===== config.mk =====
export PLATFORM = sky130hd
export DESIGN_NAME = learning_switch_forwarder
export DESIGN_NICKNAME = d
export VERILOG_FILES = /design/src/rtl/lsf_pkg.sv /design/src/rtl/learning_switch_forwarder.sv /design/src/rtl/lsf_front.sv /design/src/rtl/lsf_queue.sv /design/src/rtl/lsf_back.sv
export SDC_FILE = /design/constraint.sdc
export NUM_CORES = 1
export LEC_CHECK = 0
export BUFFER_PORTS_ARGS = -buffer_cell sky130_fd_sc_hd__buf_2
export CORE_MARGIN = 3
export CORE_UTILIZATION = 62
export CTS_CLUSTER_DIAMETER = 30
export CTS_CLUSTER_SIZE = 10
export DETAILED_ROUTE_END_ITERATION = 6
export PLACE_DENSITY_LB_ADDON = 0.08
export SLEW_MARGIN = 15
export SYNTH_ARGS = -nofsm -noshare
export SYNTH_HDL_FRONTEND = slang
export SYNTH_SLANG_ARGS = --single-unit

===== constraint.sdc =====
create_clock -name clock -period 6.1 [get_ports clock]
set_input_delay 0.305 -clock clock [delete_from_list [all_inputs] [get_ports clock]]
set_output_delay 0.305 -clock clock [all_outputs]
set_load 0.05 [all_outputs]

===== src/rtl/lsf_pkg.sv =====
// Shared types and constants for the learning switch forwarder.
package lsf_pkg;

   localparam int PORT_W        = 3;
   localparam int PORT_SLOTS    = 1 << PORT_W;
   localparam int MAC_W         = 48;
   localparam int MASK_W        = 8;
   localparam int MCAST_BIT     = 40;
   localparam int NUM_PORTS_DEF = 8;
   localparam int QUEUE_DEPTH   = 2;
   localparam int REQ_DATA_W    = 104;
   localparam int OP_W          = 2;

   localparam logic [OP_W-1:0] OP_FRAME  = 2'd0;
   localparam logic [OP_W-1:0] OP_ATTACH = 2'd1;
   localparam logic [OP_W-1:0] OP_DETACH = 2'd2;

   typedef struct packed {
      logic              is_frame;
      logic              is_attach;
      logic              is_detach;
      logic              port_ok;
      logic              excl;
      logic              learn;
      logic              dst_mcast;
      logic [PORT_W-1:0] port;
      logic [MAC_W-1:0]  src_mac;
      logic [MAC_W-1:0]  dst_mac;
   } item_type;

endpackage


===== src/rtl/learning_switch_forwarder.sv =====
// Top level of the learning switch forwarder.
// A request is written into the queue, then looked up and captured in the result register that drives rsp_tvalid.
// Throughput: one word per cycle while rsp_tready is high; the lookup compares all port addresses at once.
// The two-entry queue lets the request side accept up to two more words while rsp_tready is low.
// Reset clears port activity, learned-address valid bits, the queue and the result valid flag.
module learning_switch_forwarder
   import lsf_pkg::*;
#(
   parameter int NUM_PORTS = NUM_PORTS_DEF
) (
   input  logic                  clock,
   input  logic                  reset,
   input  logic                  req_tvalid,
   output logic                  req_tready,
   // port[2:0], has_ingress[3], src_mac[51:4], dst_mac[99:52], zero pad
   input  logic [REQ_DATA_W-1:0] req_tdata,
   // operation[1:0]
   input  logic [OP_W-1:0]       req_tuser,
   output logic                  rsp_tvalid,
   input  logic                  rsp_tready,
   // dest_mask[7:0]
   output logic [MASK_W-1:0]     rsp_tdata,
   // flooded[0]
   output logic                  rsp_tuser
);

   logic     q_ready;
   logic     q_push;
   item_type q_in_item;
   logic     q_pop;
   logic     q_valid;
   item_type q_out_item;

   lsf_front #(
      .NUM_PORTS (NUM_PORTS)
   ) u_front (
      .req_tvalid (req_tvalid),
      .req_tready (req_tready),
      .req_tdata  (req_tdata),
      .req_tuser  (req_tuser),
      .q_ready    (q_ready),
      .q_push     (q_push),
      .q_item     (q_in_item)
   );

   lsf_queue u_queue (
      .clock      (clock),
      .reset      (reset),
      .push       (q_push),
      .push_item  (q_in_item),
      .push_ready (q_ready),
      .pop        (q_pop),
      .pop_valid  (q_valid),
      .pop_item   (q_out_item)
   );

   lsf_back u_back (
      .clock      (clock),
      .reset      (reset),
      .q_valid    (q_valid),
      .q_item     (q_out_item),
      .q_pop      (q_pop),
      .rsp_tvalid (rsp_tvalid),
      .rsp_tready (rsp_tready),
      .rsp_tdata  (rsp_tdata),
      .rsp_tuser  (rsp_tuser)
   );

endmodule


===== src/rtl/lsf_front.sv =====
// Front end: accepts request words and decodes them into queue entries.
module lsf_front
   import lsf_pkg::*;
#(
   parameter int NUM_PORTS = NUM_PORTS_DEF
) (
   input  logic                  req_tvalid,
   output logic                  req_tready,
   // port[2:0], has_ingress[3], src_mac[51:4], dst_mac[99:52], zero pad
   input  logic [REQ_DATA_W-1:0] req_tdata,
   // operation[1:0]
   input  logic [OP_W-1:0]       req_tuser,
   input  logic                  q_ready,
   output logic                  q_push,
   output item_type              q_item
);

   logic              has_ingress;
   logic [PORT_W-1:0] port;
   logic [MAC_W-1:0]  src_mac;
   logic [MAC_W-1:0]  dst_mac;
   logic              port_ok;

   assign port        = req_tdata[PORT_W-1:0];
   assign has_ingress = req_tdata[PORT_W];
   assign src_mac     = req_tdata[PORT_W+1 +: MAC_W];
   assign dst_mac     = req_tdata[PORT_W+1+MAC_W +: MAC_W];
   assign port_ok     = (int'(port) < NUM_PORTS);

   assign req_tready = q_ready;
   assign q_push     = req_tvalid && q_ready;

   always_comb begin
      q_item           = '0;
      q_item.is_frame  = (req_tuser == OP_FRAME);
      q_item.is_attach = (req_tuser == OP_ATTACH);
      q_item.is_detach = (req_tuser == OP_DETACH);
      q_item.port_ok   = port_ok;
      q_item.excl      = has_ingress && port_ok;
      q_item.learn     = has_ingress && port_ok && !src_mac[MCAST_BIT];
      q_item.dst_mcast = dst_mac[MCAST_BIT];
      q_item.port      = port;
      q_item.src_mac   = src_mac;
      q_item.dst_mac   = dst_mac;
   end

endmodule


===== src/rtl/lsf_queue.sv =====
// Short queue of decoded words between the front and back ends.
module lsf_queue
   import lsf_pkg::*;
(
   input  logic     clock,
   input  logic     reset,
   input  logic     push,
   input  item_type push_item,
   output logic     push_ready,
   input  logic     pop,
   output logic     pop_valid,
   output item_type pop_item
);

   localparam int PtrW = (QUEUE_DEPTH > 1) ? $clog2(QUEUE_DEPTH) : 1;
   localparam int CntW = $clog2(QUEUE_DEPTH + 1);

   item_type          slot_ff [QUEUE_DEPTH];
   logic [PtrW-1:0]   wr_ptr_ff, wr_ptr_in;
   logic [PtrW-1:0]   rd_ptr_ff, rd_ptr_in;
   logic [CntW-1:0]   count_ff, count_in;

   assign push_ready = (count_ff != CntW'(QUEUE_DEPTH));
   assign pop_valid  = (count_ff != '0);
   assign pop_item   = slot_ff[rd_ptr_ff];

   always_comb begin
      wr_ptr_in = wr_ptr_ff;
      rd_ptr_in = rd_ptr_ff;
      count_in  = count_ff;
      if (push) begin
         wr_ptr_in = (wr_ptr_ff == PtrW'(QUEUE_DEPTH - 1)) ? '0 : wr_ptr_ff + 1'b1;
      end
      if (pop) begin
         rd_ptr_in = (rd_ptr_ff == PtrW'(QUEUE_DEPTH - 1)) ? '0 : rd_ptr_ff + 1'b1;
      end
      if (push && !pop) begin
         count_in = count_ff + 1'b1;
      end else if (pop && !push) begin
         count_in = count_ff - 1'b1;
      end
   end

   always_ff @(posedge clock) begin
      if (reset) begin
         wr_ptr_ff <= '0;
         rd_ptr_ff <= '0;
         count_ff  <= '0;
      end else begin
         wr_ptr_ff <= wr_ptr_in;
         rd_ptr_ff <= rd_ptr_in;
         count_ff  <= count_in;
      end
   end

   always_ff @(posedge clock) begin
      if (push) begin
         slot_ff[wr_ptr_ff] <= push_item;
      end
   end

endmodule


===== src/rtl/lsf_back.sv =====
// Back end: port table, learning, destination lookup and the result register.
module lsf_back
   import lsf_pkg::*;
(
   input  logic              clock,
   input  logic              reset,
   input  logic              q_valid,
   input  item_type          q_item,
   output logic              q_pop,
   output logic              rsp_tvalid,
   input  logic              rsp_tready,
   output logic [MASK_W-1:0] rsp_tdata,
   output logic              rsp_tuser
);

   logic [PORT_SLOTS-1:0] active_ff, active_in;
   logic [PORT_SLOTS-1:0] mac_valid_ff, mac_valid_in;
   logic [MAC_W-1:0]      learned_ff [PORT_SLOTS];

   logic                  rsp_valid_ff, rsp_valid_in;
   logic [MASK_W-1:0]     rsp_mask_ff, rsp_mask_in;
   logic                  rsp_flood_ff, rsp_flood_in;

   logic                  learn_now;
   logic [PORT_SLOTS-1:0] port_sel;
   logic [PORT_SLOTS-1:0] hit;
   logic                  found;
   logic [PORT_W-1:0]     target;
   logic                  flood;
   logic [MASK_W-1:0]     mask;
   logic [MASK_W-1:0]     excl_mask;

   assign q_pop      = q_valid && (!rsp_valid_ff || rsp_tready);
   assign rsp_tvalid = rsp_valid_ff;
   assign rsp_tdata  = rsp_mask_ff;
   assign rsp_tuser  = rsp_flood_ff;

   assign port_sel  = PORT_SLOTS'(1) << q_item.port;
   assign learn_now = q_item.is_frame && q_item.learn && active_ff[q_item.port];
   assign excl_mask = q_item.excl ? MASK_W'(port_sel) : '0;

   // learning takes effect before the lookup of the same word
   always_comb begin
      for (int i = 0; i < PORT_SLOTS; i++) begin
         if (learn_now && port_sel[i]) begin
            hit[i] = active_ff[i] && (q_item.src_mac == q_item.dst_mac);
         end else begin
            hit[i] = active_ff[i] && mac_valid_ff[i] && (learned_ff[i] == q_item.dst_mac);
         end
      end
   end

   always_comb begin
      found  = 1'b0;
      target = '0;
      for (int i = PORT_SLOTS - 1; i >= 0; i--) begin
         if (hit[i]) begin
            found  = 1'b1;
            target = PORT_W'(i);
         end
      end
   end

   always_comb begin
      flood = q_item.dst_mcast || !found;
      if (!q_item.is_frame) begin
         mask = '0;
      end else if (flood) begin
         mask = MASK_W'(active_ff) & ~excl_mask;
      end else if (q_item.excl && (target == q_item.port)) begin
         mask = '0;
      end else begin
         mask = MASK_W'(PORT_SLOTS'(1) << target);
      end
   end

   always_comb begin
      active_in    = active_ff;
      mac_valid_in = mac_valid_ff;
      rsp_valid_in = rsp_valid_ff;
      rsp_mask_in  = rsp_mask_ff;
      rsp_flood_in = rsp_flood_ff;
      if (rsp_valid_ff && rsp_tready) begin
         rsp_valid_in = 1'b0;
      end
      if (q_pop) begin
         rsp_valid_in = 1'b1;
         rsp_mask_in  = mask;
         rsp_flood_in = q_item.is_frame && flood;
         if ((q_item.is_attach || q_item.is_detach) && q_item.port_ok) begin
            active_in[q_item.port]    = q_item.is_attach;
            mac_valid_in[q_item.port] = 1'b0;
         end
         if (learn_now) begin
            mac_valid_in[q_item.port] = 1'b1;
         end
      end
   end

   always_ff @(posedge clock) begin
      if (reset) begin
         active_ff    <= '0;
         mac_valid_ff <= '0;
         rsp_valid_ff <= 1'b0;
      end else begin
         active_ff    <= active_in;
         mac_valid_ff <= mac_valid_in;
         rsp_valid_ff <= rsp_valid_in;
      end
   end

   always_ff @(posedge clock) begin
      rsp_mask_ff  <= rsp_mask_in;
      rsp_flood_ff <= rsp_flood_in;
      if (q_pop && learn_now) begin
         learned_ff[q_item.port] <= q_item.src_mac;
      end
   end

   a_ctl_zero: assert property (@(posedge clock) disable iff (reset)
      q_pop && !q_item.is_frame |=> rsp_mask_ff == '0 && !rsp_flood_ff)
      else $error("attach/detach word produced a nonzero result");

   a_unicast_single: assert property (@(posedge clock) disable iff (reset)
      rsp_valid_ff && !rsp_flood_ff |-> $onehot0(rsp_mask_ff))
      else $error("unicast result hits more than one port");

   a_mask_active: assert property (@(posedge clock) disable iff (reset)
      q_pop |=> (rsp_mask_ff & ~MASK_W'($past(active_ff))) == '0)
      else $error("result targets an inactive port");

   a_attach_state: assert property (@(posedge clock) disable iff (reset)
      q_pop && q_item.is_attach && q_item.port_ok |=>
         active_ff[$past(q_item.port)] && !mac_valid_ff[$past(q_item.port)])
      else $error("attach did not activate port and clear its address");

endmodule


==> summary.md, run 1 <==
| Metric | Value |
|---|---|
| Starting density of the core | 0.636 |
| Area Growth Syn to Fin | 25.2% |
| Drt pass-1 iters | 5 |
| Post-CTS Hold Fix Bufs | 103 |
| Fin area | about 0.035 mm^2 |
| Slew Viols, Final | 0 |
| Worst Hold Class | input port to register |
| First-pass GRT wire length | 133 mm |
| Max_cap viols | 0 |
| Most used cell, CP | buf_4 |
| Cell Chain, Critical Path | buf_4, mux2i_4, buf_4, xnor2_1, nor4_1, nand3_1, nor4_1, buf_4, nand4b_1, nand3_2, a2111oi_4, xnor2_1, nor3_2, o31ai_1 |
| Number of global-route vias before repair | 18800 |
| Hold path cells | 2 |
| GR Util All Layers | 0.403 |
| Post-CTS Setup Repair Bufs | 0 |
| Skew-Pair Late Insertion Delay | 680 ps |
| Placed cell area | 0.0294 mm^2 |
| Post-synthesis instance total | 1757 |
| Critical path type | register to register |
| Final nets | about 2200 |
| Endpoints failing setup | 0 |
| Hold endpoint | u_back.mac_valid_ff[1] |
| Vias/cell | 6.65 |
| TritonCTS clock tree | yes |
| Crit path DAT | 5700 ps |
| Drt drc | 0 |
| Number of port buffers | about 120 |
| Total Wirelength | approximately 95 mm |
| CP startpoint kind | register |
| Ys flop type | edfxtp_1 |
| Core box area | ~0.044 mm^2 |
| Routability cong. | about 1 |
| Number of I/O pins | 121 |
| Max H-tree Level | 3 |
| Max VDD drop | 0.000542 V |
| Placed insts | around 2500 |
| Hold Violations, Final | 0 |
| Overall die width | approximately 220 um |
| WP buf/inv | 3 |
| Req. time, crit path | 6490 ps |
| Family with the most delay on the worst path | simple AND/OR/NAND/NOR gates |
| F_max | 188 MHz |
| Die H | 217 um |
| Yosys top cell by area | edfxtp_1 |
| Clk slew on worst S/H paths | 50 ps |
| RSZ-0062 raised after global routing | false |
| Netlist area before placement | 0.0277 mm^2 |
| Starting DRT DRC Count | 2961 |
| R2r worst-path depth | 14 |
| DP HPWL | roughly 59 mm |
| Synth Warn # | 0 |
| Clk root buf | clkbuf_16 |
| RR Endpoint | u_back.rsp_tdata[0] |
| Gr ovfl total | 0 |
| Slew @ Worst Pin | 1290 ps |
| Setup Skew | 35.9 ps |
| Synth cell types | 69 |
| Layout Cells excl Fill | approximately 2800 |
| CP peak stage delay | 930 ps |
| Final worst-path cycle share | 0.870 |
| Most numerous cell in the Yosys netlist | edfxtp_1 |
| Clock Sinks | 623 |
| Post-synth top cells | 601 x edfxtp_1, 413 x xnor2_1, 167 x nor4_1 |
| Synth Register Bits | roughly 620 |
| Syn Area/Cell | roughly 16 um^2 |
| Critical path fanouts, max | 37 |
| Power Dens Cells | 492 mW/mm^2 |
| Leak Pwr | 11.1 nW |
| Async SR Flop Fraction | 0 |
| Die ar. | 0.0472 mm^2 |
| Synth area leaders | edfxtp_1 65%, xnor2_1 13%, nor4_1 3.8% |
| Run status | completed |
| Via count | 18800 |
| Setup TNS | 0 ps |
| Min-delay src | reset |
| DR WL/cell | around 33 um |
| Share of post-route cells with drive strength above 1 | 0.221 |
| Largest net degree at the start of global routing | 66 |
| Cells resized by post-CTS repair | 0 |
| CP max stage cell | dfxtp_4 |
| Slew headroom | 0.121 |
| Seq/Total Area, Yosys | 0.668 |
| CTS Buf Count | 121 |
| FP Rows | 76 |
| Final ANT Viol Nets | 0 |
| Reg2Reg Setup Slack | 790 ps |
| Max clock buf depth | 3 |
| Synth top area share | 0.652 |
| Crit path time final | 5310 ps |
| Initial antenna violation count | 8 |
| Post-Syn Nets | 1868 |
| Number of flops mapped to enable cells by yosys | 601 |
| Setup crit end kind | register |
==> cell families after synthesis <==
| group | Yosys count | share of synthesized area |
|---|---|---|
| AOI/OAI and AO/OA | 111 | 0.0292 |
| xor gates and xnor gates | 468 | 0.148 |
| adders and majority gates | 1 | 0.000452 |
| buffers and inverters | 35 | 0.00800 |
| DFF | 623 | 0.668 |
| muxes | 122 | 0.0640 |
| and+or+nand+nor | 397 | 0.0824 |
==> final cells by class <==
cell class | instances | area, um^2
sequential | 623 | 18500
multi-input combinational | 1099 | 9050
fill | 2389 | 8900
clock buffer | 134 | 3130
timing repair buffer | 283 | 2130
clock inverter | 94 | 1080
tap | 585 | 732
inverter | 6 | 22.5
antenna | 2 | 5.00
==> power by group <==
part           switching, W  leakage (nW)  internal, W
Clock               0.00230          2.03      0.00452
Sequential         0.000272          5.66      0.00529
Combinational       0.00322          3.40      0.00145
Total               0.00579          11.1       0.0113
==> sequential cells by signal, summed over array words and instances (netlist names), named ones only <==
register / cells
u_back.rsp_tdata: 8
u_back.rsp_tvalid: 1
u_back.rsp_tuser: 1
u_queue.rd_ptr_ff: 1
u_queue.wr_ptr_ff: 1
u_back.active_ff: 8
u_queue.count_ff: 2
u_queue.slot_ff: 208
u_back.mac_valid_ff: 8
u_back.learned_ff: 384
==> metrics by stage <==
stage                     power (W)  setup WS, ps   util  hold slack (ps)
after CTS                    0.0168           789  0.795             61.7
after detailed placement     0.0100           823  0.675              486
after floorplan             0.00821           132      -              384
after global placement      0.00994           860  0.675              469
final                        0.0171           793  0.796             94.5
after global routing         0.0174           575  0.795             93.5
==> cell usage in the layout, fill, tap and decap left out, types with 6 or more instances in the layout <==
| cell | netlist | routed |
|---|---|---|
| xnor2_1 | 413 | 413 |
| buf_2 | 5 | 116 |
| nor2_1 | 54 | 45 |
| nor2_4 | 0 | 9 |
| o31ai_1 | 7 | 7 |
| dlygate4sd3_1 | 0 | 103 |
| nand2_1 | 34 | 34 |
| dfxtp_1 | 22 | 21 |
| nand3_1 | 24 | 24 |
| bufinv_16 | 0 | 20 |
| clkinv_1 | 0 | 19 |
| o21ai_0 | 12 | 12 |
| mux2i_1 | 29 | 29 |
| clkbuf_1 | 9 | 10 |
| clkinv_4 | 0 | 7 |
| mux2_2 | 51 | 51 |
| buf_4 | 6 | 61 |
| inv_1 | 6 | 6 |
| nand4_1 | 47 | 47 |
| clkinv_2 | 0 | 25 |
| clkinvlp_4 | 0 | 15 |
| nor4_1 | 167 | 166 |
| a21oi_1 | 26 | 26 |
| edfxtp_1 | 601 | 601 |
| o2111ai_1 | 11 | 11 |
| xor2_1 | 55 | 55 |
| or4_1 | 8 | 8 |
| nor3_1 | 24 | 24 |
| mux2i_4 | 38 | 38 |
| clkbuf_16 | 0 | 123 |
==> metal layers <==
layer,wire length (um),vias to the layer above,global-route usage
li1,-,7642,-
met1,33400,9307,0.528
met2,43000,1510,0.617
met3,12000,326,0.107
met4,6330,0,0.231
met5,0,-,0
==> worst max path at each step <==
| stage | to | slack (ps) | cells after the start |
|---|---|---|---|
| floorplan | u_queue.slot_ff[0][0] | 130 | 3 |
| global placement | u_back.rsp_tdata[6] | 860 | 13 |
| detailed placement | u_back.rsp_tdata[0] | 820 | 13 |
| CTS | u_back.rsp_tdata[0] | 790 | 13 |
| global route | u_back.rsp_tdata[4] | 580 | 13 |
| finish | u_back.rsp_tdata[0] | 790 | 14 |
==> worst register-to-register path, stage by stage, from the launching register on <==
cell	delay, ps
dfxtp_4	930
buf_4	460
mux2i_4	680
buf_4	280
xnor2_1	90
nor4_1	360
nand3_1	300
nor4_1	500
buf_4	240
nand4b_1	130
nand3_2	130
a2111oi_4	350
xnor2_1	150
nor3_2	300
o31ai_1	120
Power figures use the tool's default switching activity.
==> inputs of run 2 (changes only) <==
--- a/config.mk
+++ b/config.mk
@@ -8,6 +8,7 @@
 export BUFFER_PORTS_ARGS = -buffer_cell sky130_fd_sc_hd__buf_2
 export CORE_MARGIN = 3
 export CORE_UTILIZATION = 62
+export CTS_BUF_LIST = sky130_fd_sc_hd__clkbuf_8
 export CTS_CLUSTER_DIAMETER = 30
 export CTS_CLUSTER_SIZE = 10
 export DETAILED_ROUTE_END_ITERATION = 6
==> run 2 against run 1 <==
  * Global-route usage down 1.0 points
  * Critical path depth decreased by 3
  * Non-clock buffer count increased by 2
  * Largest power group is now registers
  * Cell count about the same
  * Power down 12%
  * Worst setup slack got worse by 83 ps
  * First-iteration DRC count shrank 8.0%
  * Critical path type unchanged
  * Critical endpoint unchanged
  * Via count down 2.0%
  * Hold slack got worse by 38 ps
  * Die area is the same
  * Combinational power is 0.9% lower
  * Clock-buffer cell count shrank 10
==> summary.md, run 2 (synthesized netlist as in run 1, its figures left out) <==
| Metric | Value |
|---|---|
| Run status | completed (unchanged) |
| Routability cong. | 0.981 (unchanged) |
| Slew @ Worst Pin | 1350 ps (was 1290 ps) |
| Net Sw Frac | 0.362 (was 0.340) |
| Starting DRT DRC Count | 2723 (was 2961) |
| Initial antenna violation count | 5 (was 8) |
| R2r worst-path depth | 11 (was 14) |
| Multi-input logic area | 0.00905 mm^2 (unchanged) |
| DR WL/cell | 32.5 um (was 33.5 um) |
| Number of I/O pins | 121 (unchanged) |
| Fill cells | 2665 (was 2389) |
| Setup TNS | 0 ps (unchanged) |
| Internal | 0.00952 W (was 0.0113 W) |
| Switching power total | 0.00540 W (was 0.00579 W) |
| Sequential share of power | 0.372 (was 0.326) |
| Critical path fanouts, max | 37 (unchanged) |
| Number of port buffers | 116 (unchanged) |
| Power Dens Cells | 449 mW/mm^2 (was 492 mW/mm^2) |
| GR Util All Layers | 0.393 (was 0.403) |
| Biggest register | u_back.learned_ff (unchanged) |
| Final ANT Viol Nets | 0 (unchanged) |
| Final nets | 2247 (was 2245) |
| Leading cell type in the layout, fill and taps excluded | edfxtp_1 (unchanged) |
| Setup crit end kind | register (unchanged) |
| Total Wirelength | 91.9 mm (was 94.6 mm) |
| Starting density of the core | 0.636 (unchanged) |
| Clk root buf | clkbuf_8 (was clkbuf_16) |
| F_max | 186 MHz (was 188 MHz) |
| Slew Viols, Final | 0 (unchanged) |
| Final worst-path cycle share | 0.884 (was 0.870) |
| Max_cap viols | 0 (unchanged) |
| Hold path cells | 4 (was 2) |
| Drt drc | 0 (unchanged) |
| Reg2Reg Setup Slack | 710 ps (was 790 ps) |
| Area Growth Syn to Fin | 20.1% (was 25.2%) |
| Commonest non-fill, non-tap cells in the layout | 601 x edfxtp_1, 413 x xnor2_1, 166 x nor4_1 (unchanged) |
| Max reg flops | 384 (unchanged) |
| Crit path time final | 5390 ps (was 5310 ps) |
| Max VDD drop | 0.000489 V (was 0.000542 V) |
| FP Rows | 76 (unchanged) |
| Gr ovfl total | 0 (unchanged) |
| Gate power share | 0.310 (was 0.274) |
| Post-CTS Setup Repair Bufs | 0 (unchanged) |
| Max clock buf depth | 3 (unchanged) |
| Crit path DAT | 5830 ps (was 5700 ps) |
| Die ar. | 0.0472 mm^2 (unchanged) |
| CP endpoint | u_back.rsp_tdata[0] (unchanged) |
| Number of global-route vias before repair | 18300 (was 18800) |
| Die H | 217 um (unchanged) |
| CTS Buf Count | 121 (unchanged) |
| Core box area | 0.0436 mm^2 (unchanged) |
| Clock share of power | 0.318 (was 0.400) |
| DP HPWL | 58.8 mm (unchanged) |
| Clock Sinks | 623 (unchanged) |
| Share of post-route cells with drive strength above 1 | 0.221 (about the same) |
| Leak Pwr | 10.5 nW (was 11.1 nW) |
| RR Endpoint | u_back.rsp_tdata[0] (unchanged) |
| Skew-Pair Late Insertion Delay | 730 ps (was 680 ps) |
| FF+latch area | 0.0185 mm^2 (unchanged) |
| Overall die width | 217 um (unchanged) |
| RSZ-0062 raised after global routing | false (unchanged) |
| Setup Skew | 30.4 ps (was 35.9 ps) |
| Via count | 18400 (was 18800) |
| First-pass GRT wire length | 129 mm (was 133 mm) |
| Endpoints failing setup | 0 (unchanged) |
| Drt pass-1 iters | 6 (was 5) |
| Critical path type | register to register (unchanged) |
| Largest net degree at the start of global routing | 66 (unchanged) |
| Fin area | 0.0332 mm^2 (was 0.0346 mm^2) |
| CP startpoint kind | register (unchanged) |
| Hold Violations, Final | 0 (unchanged) |
| Vias/cell | 6.51 (was 6.65) |
| Req. time, crit path | 6540 ps (was 6490 ps) |
| Worst Hold Class | input port to register (unchanged) |
| Placed cell area | 0.0294 mm^2 (unchanged) |
| TritonCTS clock tree | yes (unchanged) |
| Clk slew on worst S/H paths | 60 ps (was 50 ps) |
| Top flop regs | u_back.learned_ff: 384 flops, u_queue.slot_ff: 208 flops (unchanged) |
| Max H-tree Level | 3 (unchanged) |
| Slew headroom | 0.0843 (was 0.121) |
## run 2: cell count changes in the layout (fill, tap and decap cells not counted)
cell / change
clkbuf_16: -123
clkbuf_8: +123
clkbuf_1: -10
inv_1: +10
inv_6: +3
clkinv_8: -2
dlygate4sd3_1: +2
clkinv_16: -1
## run 2: per-stage QoR
step / hold WS [ps] / setup WS (ps) / util / instances / power, W
after CTS: 5.12 / 731 / 0.763 / 2826 / 0.0147
final: 56.5 / 710 / 0.763 / 2828 / 0.0149
after floorplan: 384 / 132 / - / 1757 / 0.00821
after global placement: 469 / 860 / 0.675 / 2493 / 0.00994
after detailed placement: 486 / 823 / 0.675 / 2493 / 0.0100
after global routing: 63.1 / 514 / 0.763 / 2826 / 0.0153
## run 2: layout make-up
| class | instances | share of cell area |
|---|---|---|
| well taps | 585 | 0.0220 |
| clock inverters | 104 | 0.0327 |
| clock buffers | 124 | 0.0513 |
| multi-input cells | 1099 | 0.272 |
| repair buffers | 285 | 0.0647 |
| inverters | 6 | 0.000677 |
| diodes | 2 | 0.000151 |
| flip-flops and latches | 623 | 0.556 |
## run 2: what timing repair did
item,in CTS,in global routing
hold endpoints to repair,212,0
resized for setup,0,0
hold buffers,105,0
## run 2: per-layer routing
metal / track usage / wire length (um) / up-vias
li1: - / - / 7650
met4: 0.201 / 5340 / 2
met5: 0 / 54 / -
met2: 0.614 / 42600 / 1334
met3: 0.111 / 11000 / 267
met1: 0.509 / 32900 / 9163
## run 2: power by group through the flow
stage	Sequential, W	Clock, W	Combinational (W)
finish	0.00555	0.00475	0.00463
global route	0.00557	0.00499	0.00470
CTS	0.00553	0.00472	0.00446
detailed placement	0.00562	0	0.00438
global placement	0.00560	0	0.00434
floorplan	0.00561	0	0.00259
## run 2: how the worst min path moves through the flow
stage / start / to
after CTS: req_tvalid / u_queue.wr_ptr_ff
after floorplan: reset / u_back.active_ff[1]
after detailed placement: u_back.mac_valid_ff[6] / u_back.mac_valid_ff[6]
final: req_tvalid / u_queue.wr_ptr_ff
after global placement: u_back.mac_valid_ff[7] / u_back.mac_valid_ff[7]
after global routing: req_tvalid / u_queue.wr_ptr_ff
## run 2: critical path: stages (launching register included)
cell	delay [ps]
dfxtp_4	930
mux2i_2	1170
o2111ai_1	380
or4_1	650
nor4_1	440
buf_4	240
nand4b_1	130
nand3_2	140
a2111oi_4	350
xnor2_1	150
nor3_2	300
o31ai_1	130
==> inputs of run 3 (changes only) <==
--- a/config.mk
+++ b/config.mk
@@ -12,7 +12,7 @@
 export CTS_CLUSTER_DIAMETER = 30
 export CTS_CLUSTER_SIZE = 10
 export DETAILED_ROUTE_END_ITERATION = 6
-export PLACE_DENSITY_LB_ADDON = 0.08
+export PLACE_DENSITY_LB_ADDON = 0.2
 export SLEW_MARGIN = 15
 export SYNTH_ARGS = -nofsm -noshare
 export SYNTH_HDL_FRONTEND = slang
==> run 3 against run 2 <==
  * Combinational power fell by 2%
  * Wire length fell by 2.8%
  * Highest routed layer unchanged
  * Worst setup slack got worse by 22 ps
  * Critical endpoint is now u_back.rsp_tdata[6]
  * Critical path type unchanged
==> summary.md, run 3 (synthesized netlist as in run 1, its figures left out) <==
| Metric | Value |
|---|---|
| Fin util | 0.757 (was 0.763) |
| Skew-Pair Late Insertion Delay | 730 ps (about the same) |
| Layout Cells excl Fill | 2805 (was 2828) |
| Total Wirelength | 89.3 mm (was 91.9 mm) |
| CTS Buf Count | 115 (was 121) |
| Critical Path Stages | 13 (was 11) |
| Power Dens Cells | 443 mW/mm^2 (was 449 mW/mm^2) |
| Endpoints failing setup | 0 (unchanged) |
| Slew Viols, Final | 0 (unchanged) |
| Number of port buffers | 116 (unchanged) |
| Hold Violations, Final | 0 (unchanged) |
| Slew @ Worst Pin | 1120 ps (was 1350 ps) |
| F_max | 185 MHz (was 186 MHz) |
| Number of I/O pins | 121 (unchanged) |
| FP Rows | 76 (unchanged) |
| CP endpoint | u_back.rsp_tdata[6] (was u_back.rsp_tdata[0]) |
| Post-CTS Setup Repair Bufs | 0 (unchanged) |
| Initial antenna violation count | 5 (unchanged) |
| Share of post-route cells with drive strength above 1 | 0.211 (was 0.221) |
| Commonest non-fill, non-tap cells in the layout | 601 x edfxtp_1, 413 x xnor2_1, 167 x nor4_1 (was 601 x edfxtp_1, 413 x xnor2_1, 166 x nor4_1) |
| Clk root buf | clkbuf_8 (unchanged) |
| Leading cell type in the layout, fill and taps excluded | edfxtp_1 (unchanged) |
| Placed cell area | 0.0293 mm^2 (was 0.0294 mm^2) |
| Cell Chain, Critical Path | buf_4, mux2i_4, xnor2_1, nor4_1, nand4_1, nor4_1, buf_4, a21oi_1, o41ai_2, a2111oi_4, xnor2_1, nor3_2, o31ai_1 (was mux2i_2, o2111ai_1, or4_1, nor4_1, buf_4, nand4b_1, nand3_2, a2111oi_4, xnor2_1, nor3_2, o31ai_1) |
| DP HPWL | 56.9 mm (was 58.8 mm) |
| Via count | 18300 (was 18400) |
| Post-CTS Hold Fix Bufs | 106 (was 105) |
| Area Growth Syn to Fin | 19.2% (was 20.1%) |
| Drt drc | 0 (unchanged) |
| Run status | completed (unchanged) |
| Max_cap viols | 0 (unchanged) |
| Max H-tree Level | 3 (unchanged) |
| Critical path fanouts, max | 37 (unchanged) |
| Setup Skew | 29.9 ps (was 30.4 ps) |
| Clk slew on worst S/H paths | 70 ps (was 60 ps) |
| Final ANT Viol Nets | 0 (unchanged) |
| Placed insts | 2476 (was 2493) |
| WP buf/inv | 2 (was 1) |
| DR WL/cell | 31.8 um (was 32.5 um) |
| Setup TNS | 0 ps (unchanged) |
| Top flop regs | u_back.learned_ff: 384 flops, u_queue.slot_ff: 208 flops (unchanged) |
| GR Util All Layers | 0.382 (was 0.393) |
| Vias/cell | 6.52 (was 6.51) |
| Max clock buf depth | 3 (unchanged) |
| Largest net degree at the start of global routing | 70 (was 66) |
| Worst Hold Class | input port to register (unchanged) |
| Starting DRT DRC Count | 2557 (was 2723) |
| First-pass GRT wire length | 126 mm (was 129 mm) |
| CP max stage cell | dfxtp_4 (was mux2i_2) |
| Leak Pwr | 10.3 nW (was 10.5 nW) |
| Req. time, crit path | 6630 ps (was 6540 ps) |
| Reg2Reg Setup Slack | 690 ps (was 710 ps) |
| Final worst-path cycle share | 0.887 (was 0.884) |
| TritonCTS clock tree | yes (unchanged) |
| CP startpoint kind | register (unchanged) |
| Overall die width | 217 um (unchanged) |
| Starting density of the core | 0.636 (unchanged) |
| Critical path type | register to register (unchanged) |
| Hold_ws | 307 ps (was 56.5 ps) |
| Setup crit end kind | register (unchanged) |
| Drt pass-1 iters | 6 (unchanged) |
| Cells resized by post-CTS repair | 0 (unchanged) |
| Crit path DAT | 5940 ps (was 5830 ps) |
| Final nets | 2225 (was 2247) |
| Max reg flops | 384 (unchanged) |
| Slew headroom | 0.249 (was 0.0843) |
| CP peak stage delay | 950 ps (was 1170 ps) |
| Crit path time final | 5410 ps (was 5390 ps) |
| R2r worst-path depth | 13 (was 11) |
| Biggest register | u_back.learned_ff (unchanged) |
| Number of global-route vias before repair | 18100 (was 18300) |
| Fin area | 0.0330 mm^2 (was 0.0332 mm^2) |
| RR Endpoint | u_back.rsp_tdata[6] (was u_back.rsp_tdata[0]) |
| Max VDD drop | 0.000354 V (was 0.000489 V) |
| Core box area | 0.0436 mm^2 (unchanged) |
| Die ar. | 0.0472 mm^2 (unchanged) |
| RSZ-0062 raised after global routing | false (unchanged) |
| Die H | 217 um (unchanged) |
| Gr ovfl total | 0 (unchanged) |
| Clock Sinks | 623 (unchanged) |
| Family with the most delay on the worst path | simple AND/OR/NAND/NOR gates (unchanged) |
| Routability cong. | 0.982 (was 0.981) |
==> run 3: cell count changes in the layout (fill, tap and decap cells not counted) <==
cell           change
buf_4             -17
bufinv_16          -3
clkbuf_8           -7
clkinv_1           -1
clkinv_2          -15
clkinv_4           +4
clkinv_8           -1
clkinvlp_4         +3
diode_2            +5
dlygate4sd3_1      +1
inv_1              -1
inv_6              +9
nor4_1             +1
nor4_2             -1
==> run 3: cell type report <==
class                           count  area [um^2]
Antenna cell                        7         17.5
Clock buffer                      117         1610
Clock inverter                     99         1030
Fill cell                        2626        10600
Inverter                            6         22.5
Multi-Input combinational cell   1099         9050
Sequential cell                   623        18500
Tap cell                          585          732
Timing Repair Buffer              269         2030
==> run 3: routing by layer <==
| layer | wire (um) | global-route usage | share of wire |
|---|---|---|---|
| met1 | 32400 | 0.506 | 0.36 |
| met2 | 41400 | 0.601 | 0.46 |
| met3 | 10300 | 0.0824 | 0.12 |
| met4 | 5250 | 0.196 | 0.059 |
| met5 | 17 | 0 | 0.00019 |
==> run 3: metrics by stage <==
stage | setup WS [ps] | total power [W]
after floorplan | 132 | 0.00821
after global placement | 943 | 0.00985
after detailed placement | 949 | 0.00989
after CTS | 904 | 0.0144
after global routing | 552 | 0.0149
final | 688 | 0.0146
==> run 3: power breakdown <==
part | leakage, nW | total [W] | switching, W | internal, W
Clock | 1.32 | 0.00453 | 0.00195 | 0.00258
Sequential | 5.66 | 0.00555 | 0.000265 | 0.00528
Combinational | 3.33 | 0.00452 | 0.00312 | 0.00139
==> run 3: worst min-delay path by stage <==
| stage | to | from | depth (start not counted) |
|---|---|---|---|
| 6_report | u_queue.slot_ff[1][49] | req_tdata[5] | 2 |
| 5_1_grt | u_queue.slot_ff[0][49] | req_tdata[5] | 2 |
| 4_1_cts | u_queue.slot_ff[0][3] | req_tdata[55] | 2 |
| 3_5_place_dp | u_back.rsp_tvalid | u_back.rsp_tvalid | 2 |
| 3_3_place_gp | u_back.mac_valid_ff[6] | u_back.mac_valid_ff[6] | 2 |
| 2_1_floorplan | u_back.active_ff[1] | reset | 1 |
==> run 3: worst register-to-register path: stages (launching register included) <==
cell,delay (ps)
dfxtp_4,950
buf_4,450
mux2i_4,770
xnor2_1,220
nor4_1,390
nand4_1,140
nor4_1,580
buf_4,250
a21oi_1,60
o41ai_2,500
a2111oi_4,140
xnor2_1,350
nor3_2,130
o31ai_1,300
